**src/rtl/abd_pkg.sv**
```systemverilog
package abd_pkg;

    // Defaults for the top-level parameters
    localparam int SAMPLE_BITS_DEF = 16;
    localparam int FRAC_BITS_DEF   = 16;

    // Fixed field widths
    localparam int COEF_BITS      = 16;
    localparam int LEVEL_BITS     = 15;
    localparam int ENV_BITS       = 15;
    localparam int CFG_INDEX_BITS = 2;
    localparam int CFG_DATA_BITS  = 16;

    // Register indexes
    localparam logic [CFG_INDEX_BITS-1:0] REG_FILTER_GAIN   = 2'd0;
    localparam logic [CFG_INDEX_BITS-1:0] REG_RELEASE_COEFF = 2'd1;
    localparam logic [CFG_INDEX_BITS-1:0] REG_TRIGGER_LEVEL = 2'd2;

    // Register reset values
    localparam logic [COEF_BITS-1:0]  FILTER_GAIN_RST   = 16'd1287;
    localparam logic [COEF_BITS-1:0]  RELEASE_COEFF_RST = 16'd65467;
    localparam logic [LEVEL_BITS-1:0] TRIGGER_LEVEL_RST = 15'd983;

    // Sample queue between front and back
    localparam int QUEUE_DEPTH = 2;

    typedef struct packed {
        logic [COEF_BITS-1:0]  filter_gain;
        logic [COEF_BITS-1:0]  release_coeff;
        logic [LEVEL_BITS-1:0] trigger_level;
    } cfg_t;

endpackage

```
**src/rtl/abd_front.sv**
```systemverilog
module abd_front #(
    parameter int SAMPLE_BITS = abd_pkg::SAMPLE_BITS_DEF
) (
    input  logic                          clk,
    input  logic                          rst_n,
    input  logic                          sample_valid,
    output logic                          sample_stall,
    input  logic signed [SAMPLE_BITS-1:0] sample,
    output logic                          item_valid,
    input  logic                          item_take,
    output logic signed [SAMPLE_BITS-1:0] item_sample
);
    import abd_pkg::*;

    localparam int PTR_BITS = (QUEUE_DEPTH > 1) ? $clog2(QUEUE_DEPTH) : 1;
    localparam int CNT_BITS = $clog2(QUEUE_DEPTH + 1);

    logic signed [SAMPLE_BITS-1:0] q_mem [QUEUE_DEPTH];
    logic [PTR_BITS-1:0]           wr_ptr_reg;
    logic [PTR_BITS-1:0]           rd_ptr_reg;
    logic [CNT_BITS-1:0]           count_reg;
    logic                          push;
    logic                          pop;

    assign sample_stall = (count_reg == CNT_BITS'(QUEUE_DEPTH));
    assign item_valid   = (count_reg != '0);
    assign item_sample  = q_mem[rd_ptr_reg];
    assign push         = sample_valid && !sample_stall;
    assign pop          = item_valid && item_take;

    always_ff @(posedge clk)
    begin
        if (push)
        begin
            q_mem[wr_ptr_reg] <= sample;
        end
    end

    always_ff @(posedge clk or negedge rst_n)
    begin
        if (!rst_n)
        begin
            wr_ptr_reg <= '0;
            rd_ptr_reg <= '0;
            count_reg  <= '0;
        end
        else
        begin
            if (push)
            begin
                wr_ptr_reg <= (wr_ptr_reg == PTR_BITS'(QUEUE_DEPTH - 1)) ? '0
                                                                        : wr_ptr_reg + 1'b1;
            end
            if (pop)
            begin
                rd_ptr_reg <= (rd_ptr_reg == PTR_BITS'(QUEUE_DEPTH - 1)) ? '0
                                                                        : rd_ptr_reg + 1'b1;
            end
            if (push && !pop)
            begin
                count_reg <= count_reg + 1'b1;
            end
            else if (pop && !push)
            begin
                count_reg <= count_reg - 1'b1;
            end
        end
    end

    a_count_bound: assert property (@(posedge clk) disable iff (!rst_n)
        count_reg <= CNT_BITS'(QUEUE_DEPTH))
        else $error("sample queue count out of range");

endmodule

```
**src/rtl/abd_back.sv**
```systemverilog
module abd_back #(
    parameter int SAMPLE_BITS = abd_pkg::SAMPLE_BITS_DEF,
    parameter int FRAC_BITS   = abd_pkg::FRAC_BITS_DEF
) (
    input  logic                          clk,
    input  logic                          rst_n,
    input  abd_pkg::cfg_t                 cfg,
    input  logic                          item_valid,
    output logic                          item_take,
    input  logic signed [SAMPLE_BITS-1:0] item_sample,
    output logic                          result_valid,
    input  logic                          result_stall,
    output logic                          beat_pulse,
    output logic                          beat_active,
    output logic [abd_pkg::ENV_BITS-1:0]  envelope
);
    import abd_pkg::*;

    localparam int W   = SAMPLE_BITS + FRAC_BITS;      // filter stage width
    localparam int PW  = W - 1;                         // envelope width
    localparam int MA  = W + 1;                         // multiplier operand
    localparam int MP  = MA + COEF_BITS + 1;            // product
    localparam int TW  = (PW > LEVEL_BITS + FRAC_BITS) ? PW : LEVEL_BITS + FRAC_BITS;
    localparam int CW  = TW + 4;                        // threshold compare width
    localparam logic [W-1:0] CAP_W =
        ((W'(1) << (SAMPLE_BITS - 1)) - W'(1)) << FRAC_BITS;

    typedef enum logic [3:0] {
        ST_IDLE,
        ST_F1,
        ST_F1A,
        ST_F2,
        ST_F2A,
        ST_ABS,
        ST_REL,
        ST_RELA,
        ST_OUT
    } state_t;

    state_t                        state_reg;
    logic signed [SAMPLE_BITS-1:0] x_reg;
    logic signed [W-1:0]           fs_reg;
    logic signed [W-1:0]           ss_reg;
    logic [PW-1:0]                 e_reg;
    logic [PW-1:0]                 peak_reg;
    logic                          on_reg;
    logic signed [MP-1:0]          prod_reg;
    logic                          result_valid_reg;
    logic                          beat_pulse_reg;
    logic                          beat_active_reg;
    logic [ENV_BITS-1:0]           envelope_reg;

    logic signed [W-1:0]           x_fix;
    logic signed [MA-1:0]          op_a;
    logic [COEF_BITS-1:0]          op_b;
    logic signed [MP-1:0]          prod;
    logic signed [MP-1:0]          prod_sh;
    logic signed [MA-1:0]          incr;
    logic signed [MA-1:0]          fs_sum;
    logic signed [MA-1:0]          ss_sum;
    logic [MA-1:0]                 peak_sum;
    logic [W-1:0]                  mag;
    logic [CW-1:0]                 peak_w;
    logic [CW-1:0]                 peak11;
    logic [CW-1:0]                 thr;
    logic [CW-1:0]                 thr10;
    logic                          on_next;
    logic [PW+ENV_BITS-1:0]        env_ext;
    logic                          out_free;

    assign x_fix = {x_reg, FRAC_BITS'(0)};

    // Operand select for the shared multiplier
    always_comb
    begin
        op_a = '0;
        op_b = cfg.filter_gain;
        unique case (state_reg)
            ST_F1:   op_a = MA'(x_fix) - MA'(fs_reg);
            ST_F2:   op_a = MA'(fs_reg) - MA'(ss_reg);
            ST_REL:
            begin
                op_b = cfg.release_coeff;
                op_a = (e_reg > peak_reg) ? '0
                                          : $signed(MA'(peak_reg) - MA'(e_reg));
            end
            default: op_a = '0;
        endcase
    end

    assign prod     = MP'(op_a) * MP'($signed({1'b0, op_b}));
    assign prod_sh  = prod_reg >>> COEF_BITS;   // floor divide by 2^16
    assign incr     = $signed(prod_sh[MA-1:0]);
    assign fs_sum   = MA'(fs_reg) + incr;
    assign ss_sum   = MA'(ss_reg) + incr;
    assign peak_sum = MA'(e_reg) + incr;
    assign mag      = ss_reg[W-1] ? (~ss_reg + 1'b1) : ss_reg;

    // Schmitt trigger, 11*peak < 10*thr for the off edge
    assign peak_w  = CW'(peak_reg);
    assign peak11  = (peak_w << 3) + (peak_w << 1) + peak_w;
    assign thr     = CW'(cfg.trigger_level) << FRAC_BITS;
    assign thr10   = (thr << 3) + (thr << 1);
    assign on_next = on_reg ? !(peak11 < thr10) : (peak_w > thr);

    assign env_ext  = (PW + ENV_BITS)'(peak_reg) >> FRAC_BITS;
    assign out_free = !result_valid_reg || !result_stall;

    assign item_take    = (state_reg == ST_IDLE);
    assign result_valid = result_valid_reg;
    assign beat_pulse   = beat_pulse_reg;
    assign beat_active  = beat_active_reg;
    assign envelope     = envelope_reg;

    always_ff @(posedge clk or negedge rst_n)
    begin
        if (!rst_n)
        begin
            state_reg        <= ST_IDLE;
            fs_reg           <= '0;
            ss_reg           <= '0;
            peak_reg         <= '0;
            on_reg           <= 1'b0;
            result_valid_reg <= 1'b0;
            x_reg            <= '0;
            e_reg            <= '0;
            prod_reg         <= '0;
            beat_pulse_reg   <= 1'b0;
            beat_active_reg  <= 1'b0;
            envelope_reg     <= '0;
        end
        else
        begin
            // ST_OUT reloads the result register itself
            if (result_valid_reg && !result_stall && state_reg != ST_OUT)
            begin
                result_valid_reg <= 1'b0;
            end
            unique case (state_reg)
                ST_IDLE:
                begin
                    if (item_valid)
                    begin
                        x_reg     <= item_sample;
                        state_reg <= ST_F1;
                    end
                end
                ST_F1:
                begin
                    prod_reg  <= prod;
                    state_reg <= ST_F1A;
                end
                ST_F1A:
                begin
                    fs_reg    <= fs_sum[W-1:0];
                    state_reg <= ST_F2;
                end
                ST_F2:
                begin
                    prod_reg  <= prod;
                    state_reg <= ST_F2A;
                end
                ST_F2A:
                begin
                    ss_reg    <= ss_sum[W-1:0];
                    state_reg <= ST_ABS;
                end
                ST_ABS:
                begin
                    e_reg     <= (mag > CAP_W) ? CAP_W[PW-1:0] : mag[PW-1:0];
                    state_reg <= ST_REL;
                end
                ST_REL:
                begin
                    prod_reg  <= prod;
                    state_reg <= ST_RELA;
                end
                ST_RELA:
                begin
                    peak_reg  <= peak_sum[PW-1:0];
                    state_reg <= ST_OUT;
                end
                ST_OUT:
                begin
                    if (out_free)
                    begin
                        on_reg           <= on_next;
                        result_valid_reg <= 1'b1;
                        beat_pulse_reg   <= on_next && !on_reg;
                        beat_active_reg  <= on_next;
                        envelope_reg     <= env_ext[ENV_BITS-1:0];
                        state_reg        <= ST_IDLE;
                    end
                end
                default: state_reg <= ST_IDLE;
            endcase
        end
    end

    a_result_load: assert property (@(posedge clk) disable iff (!rst_n)
        (state_reg == ST_OUT && out_free) |=> (result_valid_reg && state_reg == ST_IDLE))
        else $error("result not loaded at end of item");

    a_peak_cap: assert property (@(posedge clk) disable iff (!rst_n)
        W'(peak_reg) <= CAP_W)
        else $error("envelope above magnitude cap");

    a_pulse_active: assert property (@(posedge clk) disable iff (!rst_n)
        result_valid_reg |-> (!beat_pulse_reg || beat_active_reg))
        else $error("beat pulse without active trigger");

endmodule

```
**src/rtl/audio_beat_detector.sv**
```systemverilog
// Beat detector for a stream of signed audio samples. Each accepted sample runs
// through two cascaded one-pole low-pass stages (y += g*(x-y), Q0.16 gain), a
// peak envelope with instant attack and exponential release, and a Schmitt
// trigger that turns on above trigger_level and off below trigger_level/1.1.
// Every sample yields exactly one result transfer: beat_pulse on the sample
// where the trigger turns on, beat_active with the trigger state, and the
// integer part of the envelope. A two-entry sample queue sits in front of the
// processing sequencer, so samples are taken while a result waits downstream.
// In the sequencer each sample steps through the two filter updates and the
// release update on one shared multiplier, each product registered before its
// add, and waits in ST_OUT while the result register stays stalled. The user
// must write coefficients through the cfg port only while the block is idle;
// not enforced here; cfg_ready is always high, unused-index writes are dropped.
module audio_beat_detector #(
    parameter int SAMPLE_BITS = abd_pkg::SAMPLE_BITS_DEF,
    parameter int FRAC_BITS   = abd_pkg::FRAC_BITS_DEF
) (
    input  logic                                clk,
    input  logic                                rst_n,
    // sample input channel
    input  logic                                sample_valid,
    output logic                                sample_stall,
    input  logic signed [SAMPLE_BITS-1:0]       sample,
    // result output channel
    output logic                                result_valid,
    input  logic                                result_stall,
    output logic                                beat_pulse,
    output logic                                beat_active,
    output logic [abd_pkg::ENV_BITS-1:0]        envelope,
    // configuration write channel
    input  logic                                cfg_valid,
    output logic                                cfg_ready,
    input  logic [abd_pkg::CFG_INDEX_BITS-1:0]  cfg_index,
    input  logic [abd_pkg::CFG_DATA_BITS-1:0]   cfg_data
);
    import abd_pkg::*;

    cfg_t                          cfg_reg;
    logic                          item_valid;
    logic                          item_take;
    logic signed [SAMPLE_BITS-1:0] item_sample;

    // Registers take any transfer; the user must write them only while idle (unchecked)
    assign cfg_ready = 1'b1;

    always_ff @(posedge clk or negedge rst_n)
    begin
        if (!rst_n)
        begin
            cfg_reg.filter_gain   <= FILTER_GAIN_RST;
            cfg_reg.release_coeff <= RELEASE_COEFF_RST;
            cfg_reg.trigger_level <= TRIGGER_LEVEL_RST;
        end
        else if (cfg_valid && cfg_ready)
        begin
            unique case (cfg_index)
                REG_FILTER_GAIN:   cfg_reg.filter_gain   <= cfg_data[COEF_BITS-1:0];
                REG_RELEASE_COEFF: cfg_reg.release_coeff <= cfg_data[COEF_BITS-1:0];
                REG_TRIGGER_LEVEL: cfg_reg.trigger_level <= cfg_data[LEVEL_BITS-1:0];
                default:           ;  // unused index, write dropped
            endcase
        end
    end

    // Front: takes sample transfers into the queue
    abd_front #(
        .SAMPLE_BITS (SAMPLE_BITS)
    ) u_front (
        .clk          (clk),
        .rst_n        (rst_n),
        .sample_valid (sample_valid),
        .sample_stall (sample_stall),
        .sample       (sample),
        .item_valid   (item_valid),
        .item_take    (item_take),
        .item_sample  (item_sample)
    );

    // Back: filter, envelope and trigger sequencer with result register
    abd_back #(
        .SAMPLE_BITS (SAMPLE_BITS),
        .FRAC_BITS   (FRAC_BITS)
    ) u_back (
        .clk          (clk),
        .rst_n        (rst_n),
        .cfg          (cfg_reg),
        .item_valid   (item_valid),
        .item_take    (item_take),
        .item_sample  (item_sample),
        .result_valid (result_valid),
        .result_stall (result_stall),
        .beat_pulse   (beat_pulse),
        .beat_active  (beat_active),
        .envelope     (envelope)
    );

endmodule

```
**config.mk**
```make
export PLATFORM = sky130hd
export DESIGN_NAME = audio_beat_detector
export DESIGN_NICKNAME = d
export VERILOG_FILES = /design/src/rtl/abd_pkg.sv /design/src/rtl/abd_front.sv /design/src/rtl/abd_back.sv /design/src/rtl/audio_beat_detector.sv
export SDC_FILE = /design/constraint.sdc
export NUM_CORES = 2
export LEC_CHECK = 0
export BUFFER_PORTS_ARGS = -buffer_cell sky130_fd_sc_hd__buf_4
export CAP_MARGIN = 20
export CORE_ASPECT_RATIO = 0.5
export CORE_MARGIN = 5
export CORE_UTILIZATION = 36
export CTS_CLUSTER_SIZE = 40
export DETAILED_ROUTE_END_ITERATION = 8
export PLACE_DENSITY = 0.51
export SLEW_MARGIN = 20
export SYNTH_ARGS = -nofsm -noshare
export SYNTH_HDL_FRONTEND = slang
export SYNTH_SLANG_ARGS = --single-unit
export TNS_END_PERCENT = 30
```
**constraint.sdc**
```tcl
create_clock -name clk -period 8.95 [get_ports clk]
set_clock_uncertainty 0.1 [all_clocks]
set_input_delay 0.4475 -clock clk [delete_from_list [all_inputs] [get_ports clk]]
set_output_delay 0.4475 -clock clk [all_outputs]
set_load 0.05 [all_outputs]
```
==> results by group <==
Route
  • Total number of vias: around 36000
  • DRT Pass-1 Iters: 6
  • DRC: 0
  • Routed Antenna Nets: 0
  • DRT Wirelength: ~150000 um
  • Wire per inst: ~21 um
  • Starting DRT DRC Count: 2984
  • Vias/cell: ~5.2

Clock network
  • Clock latency at the later pin of the worst-skew pair: ~0.59 ns
  • Clock transition at the registers of the reported paths: approximately 0.06 ns
  • CTS tree: built
  • CTS buffer count: 36
  • Sink Count: approximately 280
  • Max Root-Sink Buffers: 3
  • Root buf cell: clkbuf_16
  • H-Tree Level Count: 2

Floorplanning
  • Placeable Area: 112000 sq um
  • Die X: slightly below 500 um
  • # IOs: between 50 and 60
  • Starting density of the core: a little over a third
  • Height of the chip: between 200 and 250 um
  • Die Area: 120000 sq um
  • Row count: just under 90

Critical path
  • Startpoint Class: register
  • CP Buf/Inv Count: 8
  • Critical R2R Launch: u_back.x_reg[1]
  • Largest stage delay, worst path: ~0.59 ns
  • Reg-to-reg slack, setup: -0.03 ns
  • Worst path required time: 9.29 ns
  • Worst EP arrival: about 9.3 ns
  • Reg2Reg Depth: 35
  • Critical setup path kind: reg2reg
  • Reg-to-reg endpoint: u_back.prod_reg[41]
  • CP dominant cell by count: buf_4
  • CP delay by family, top: adder cells
  • Crit path max-delay cell type: fa_1
  • Crit end category: register
  • CP Max Fanout: 4

GRT
  • Global Route Usage Sum: 24.4%
  • Vias in the first global route: between 30000 and 40000
  • Met2 Use GR: between 30% and 40%
  • Grt ovf: 0
  • M1 GR Usage: a little under two fifths
  • Gr busiest metal: met2
  • GR met3 Demand/Resource: 3.56%
  • First-pass GRT wire length: 225000 um
  • Largest net degree at the start of global routing: ~140
  • Initial antenna violation count: 6

Cells and area
  • Antenna diode count: 0
  • Share of layout cells above drive strength 1: 23.8%
  • Max reg flops: 47
  • Syn-to-layout area delta: 27.4%
  • Nets@finish: approximately 6300

STA
  • Max Freq: approximately 110 MHz
  • Unrepaired setup endpoints after global routing: true
  • WHS: 0.0413 ns
  • Max Slew Vio Count: 0
  • Worst setup slack after layout: -0.0291 ns
  • Measured slew at the worst slew-check pin: about 1.1 ns
  • Max-slew headroom: 25.1%
  • Crit path time final: around 9 ns
  • Setup violations, final: 2
  • Fin crit share: 100%
  • Hold Vio Cnt, Final: 0

Synth
  • Main synth FF type: dfrtp_1
  • Post-Synth XOR/XNOR Area: 5.41%
  • Cell area after synthesis: approximately 41000 sq um
  • Simple-Gate Fraction of Synth Area: between 10% and 20%
  • Register area share after synthesis: between 10% and 20%
  • EDFF count, synth: 32
  • Gate Count Post-Synth: roughly 4600
  • Ys async rst share: approximately 89%
  • Largest family of logic cells by synthesized area: adder cells
  • Ys Warns: 0
  • FF+latch count, synth: 279
  • Post-Syn Area per Cell: about 9 sq um
  • Adder-Cell Fraction of Synth Area: between 30% and 40%
  • Mux cell area share after synthesis: 3.20%
  • Synth cell types: 88
  • Synth Area in Compound Gates: ~15%
  • Syn Nets: 5497

Run status
  • Status: finished, violations left
  • Failing checks: setup timing

Placed design
  • Pre-CTS setup slack: -0.663 ns
  • Gpl congestion: 0.977
  • Hpwl dp: approximately 120000 um
  • I/O Buffers: 57

Worst hold path
  • Worst Hold Endpoint: cfg_reg[13]
  • Hold Startpoint: cfg_data[13]
  • Hold Crit Depth: 2
  • Worst hold path type: in2reg

Job
  • Max-cap violations: 0
==> final cells by class <==
| cell class | count | area [sq um] |
|---|---|---|
| flip-flops and latches | 279 | 7180 |
| well taps | 1513 | 1890 |
| inverters | 741 | 2780 |
| clock buffers | 46 | 968 |
| clock inverters | 20 | 283 |
| repair buffers | 874 | 7270 |
| multi-input cells | 3406 | 31300 |
| fillers | 10900 | 60600 |
==> cells by family (layout without fill, tap and decap cells) <==
family | after synthesis | in the layout
simple gates | 1232 | 1232
buf+inv | 886 | 1681
xor+xnor | 249 | 249
fa+ha+maj | 887 | 887
other cells | 1 | 1
mux | 120 | 120
flops | 279 | 279
compound gates | 917 | 917
==> routing by layer <==
| metal | part of all wire [%] | up-vias |
|---|---|---|
| li1 | - | 16700 |
| met1 | 48 | 17700 |
| met2 | 43 | 1067 |
| met3 | 7.0 | 154 |
| met4 | 1.6 | 0 |
| met5 | 0 | - |
==> worst max path at each step <==
stage	startpoint	to	slack, ns	depth (start not counted)
after detailed placement	u_back.peak_reg[0]	u_back.prod_reg[41]	-0.66	38
after floorplan	u_back.peak_reg[8]	u_back.prod_reg[41]	0.10	33
final	u_back.x_reg[1]	u_back.prod_reg[41]	-0.03	35
after global placement	u_back.peak_reg[0]	u_back.prod_reg[41]	-0.56	33
after CTS	u_back.peak_reg[0]	u_back.prod_reg[41]	-0.01	39
after global routing	u_back.fs_reg[18]	u_back.prod_reg[41]	-0.31	34
==> per-stage QoR <==
stage / cells / util (%) / setup TNS (ns) / instance area, sq um
4_1_cts: 6839 / 45.0 / -0.0120 / 50500
2_1_floorplan: 4571 / - / 0 / 40600
3_5_place_dp: 6722 / 43.0 / -12.34 / 48300
3_3_place_gp: 6722 / 43.0 / -9.26 / 48300
6_report: 6879 / 46.0 / -0.0493 / 51700
5_1_grt: 6879 / 46.0 / -4.22 / 51700
==> synthesized netlist by cell type (all sizes together) (8+ instances only) <==
cell type  number  area share, %
nand4          36           0.55
buf            22           0.27
a21o          101            1.9
a31oi          43           0.66
nor3b          16           0.30
a21oi         183            2.3
clkbuf        123            1.1
o211a           9           0.22
and4            8           0.17
edfxtp         32            2.4
xor2           89            1.9
mux2           78            2.2
o21a           43           0.80
o21bai         12           0.22
a41oi          10           0.22
nor2          339            3.1
o31ai          34           0.67
nand3b         10           0.18
mux2i          42            1.0
nor4           19           0.31
or2            27           0.42
dfrtp         220             14
ha            364             11
nand2         480            4.4
a22oi          27           0.52
nand3          53           0.65
dfstp          27            1.7
nor2b          35           0.54
a21boi         14           0.26
fa            523             26
o41ai           9           0.19
a221oi         10           0.29
xnor2         159            3.4
nand2b         48           0.74
nor3           58           0.72
and3           24           0.37
a211oi         28           0.53
or3            22           0.34
o211ai         19           0.35
and2           43           0.66
inv           741            6.9
o21ai         278            3.4
o22ai          20           0.31
==> layout by cell type (no fill, tap or decap), drive strengths merged, types with 36 or more instances in the layout <==
cell type	n
clkbuf	48
nand4	36
nor2	339
and2	43
buf	853
a21o	101
o21a	43
mux2	78
dfrtp	220
xnor2	159
inv	743
nand3	53
ha	364
nand2b	48
fa	523
mux2i	42
xor2	89
a31oi	43
a21oi	183
o21ai	278
nor3	58
nand2	480
==> timing repair <==
item                                    in CTS  in global routing
gates cloned                                 1                  2
endpoints found under the setup margin      31                 31
buffers inserted                            33                 40
hold buffers                                18                  0
gates resized for setup                    125                167
endpoints found under the hold margin      141                  0
pin swaps                                   73                129
Power is not shown: default switching activity piles up to over one toggle a cycle in this logic, so the estimate is an artifact.
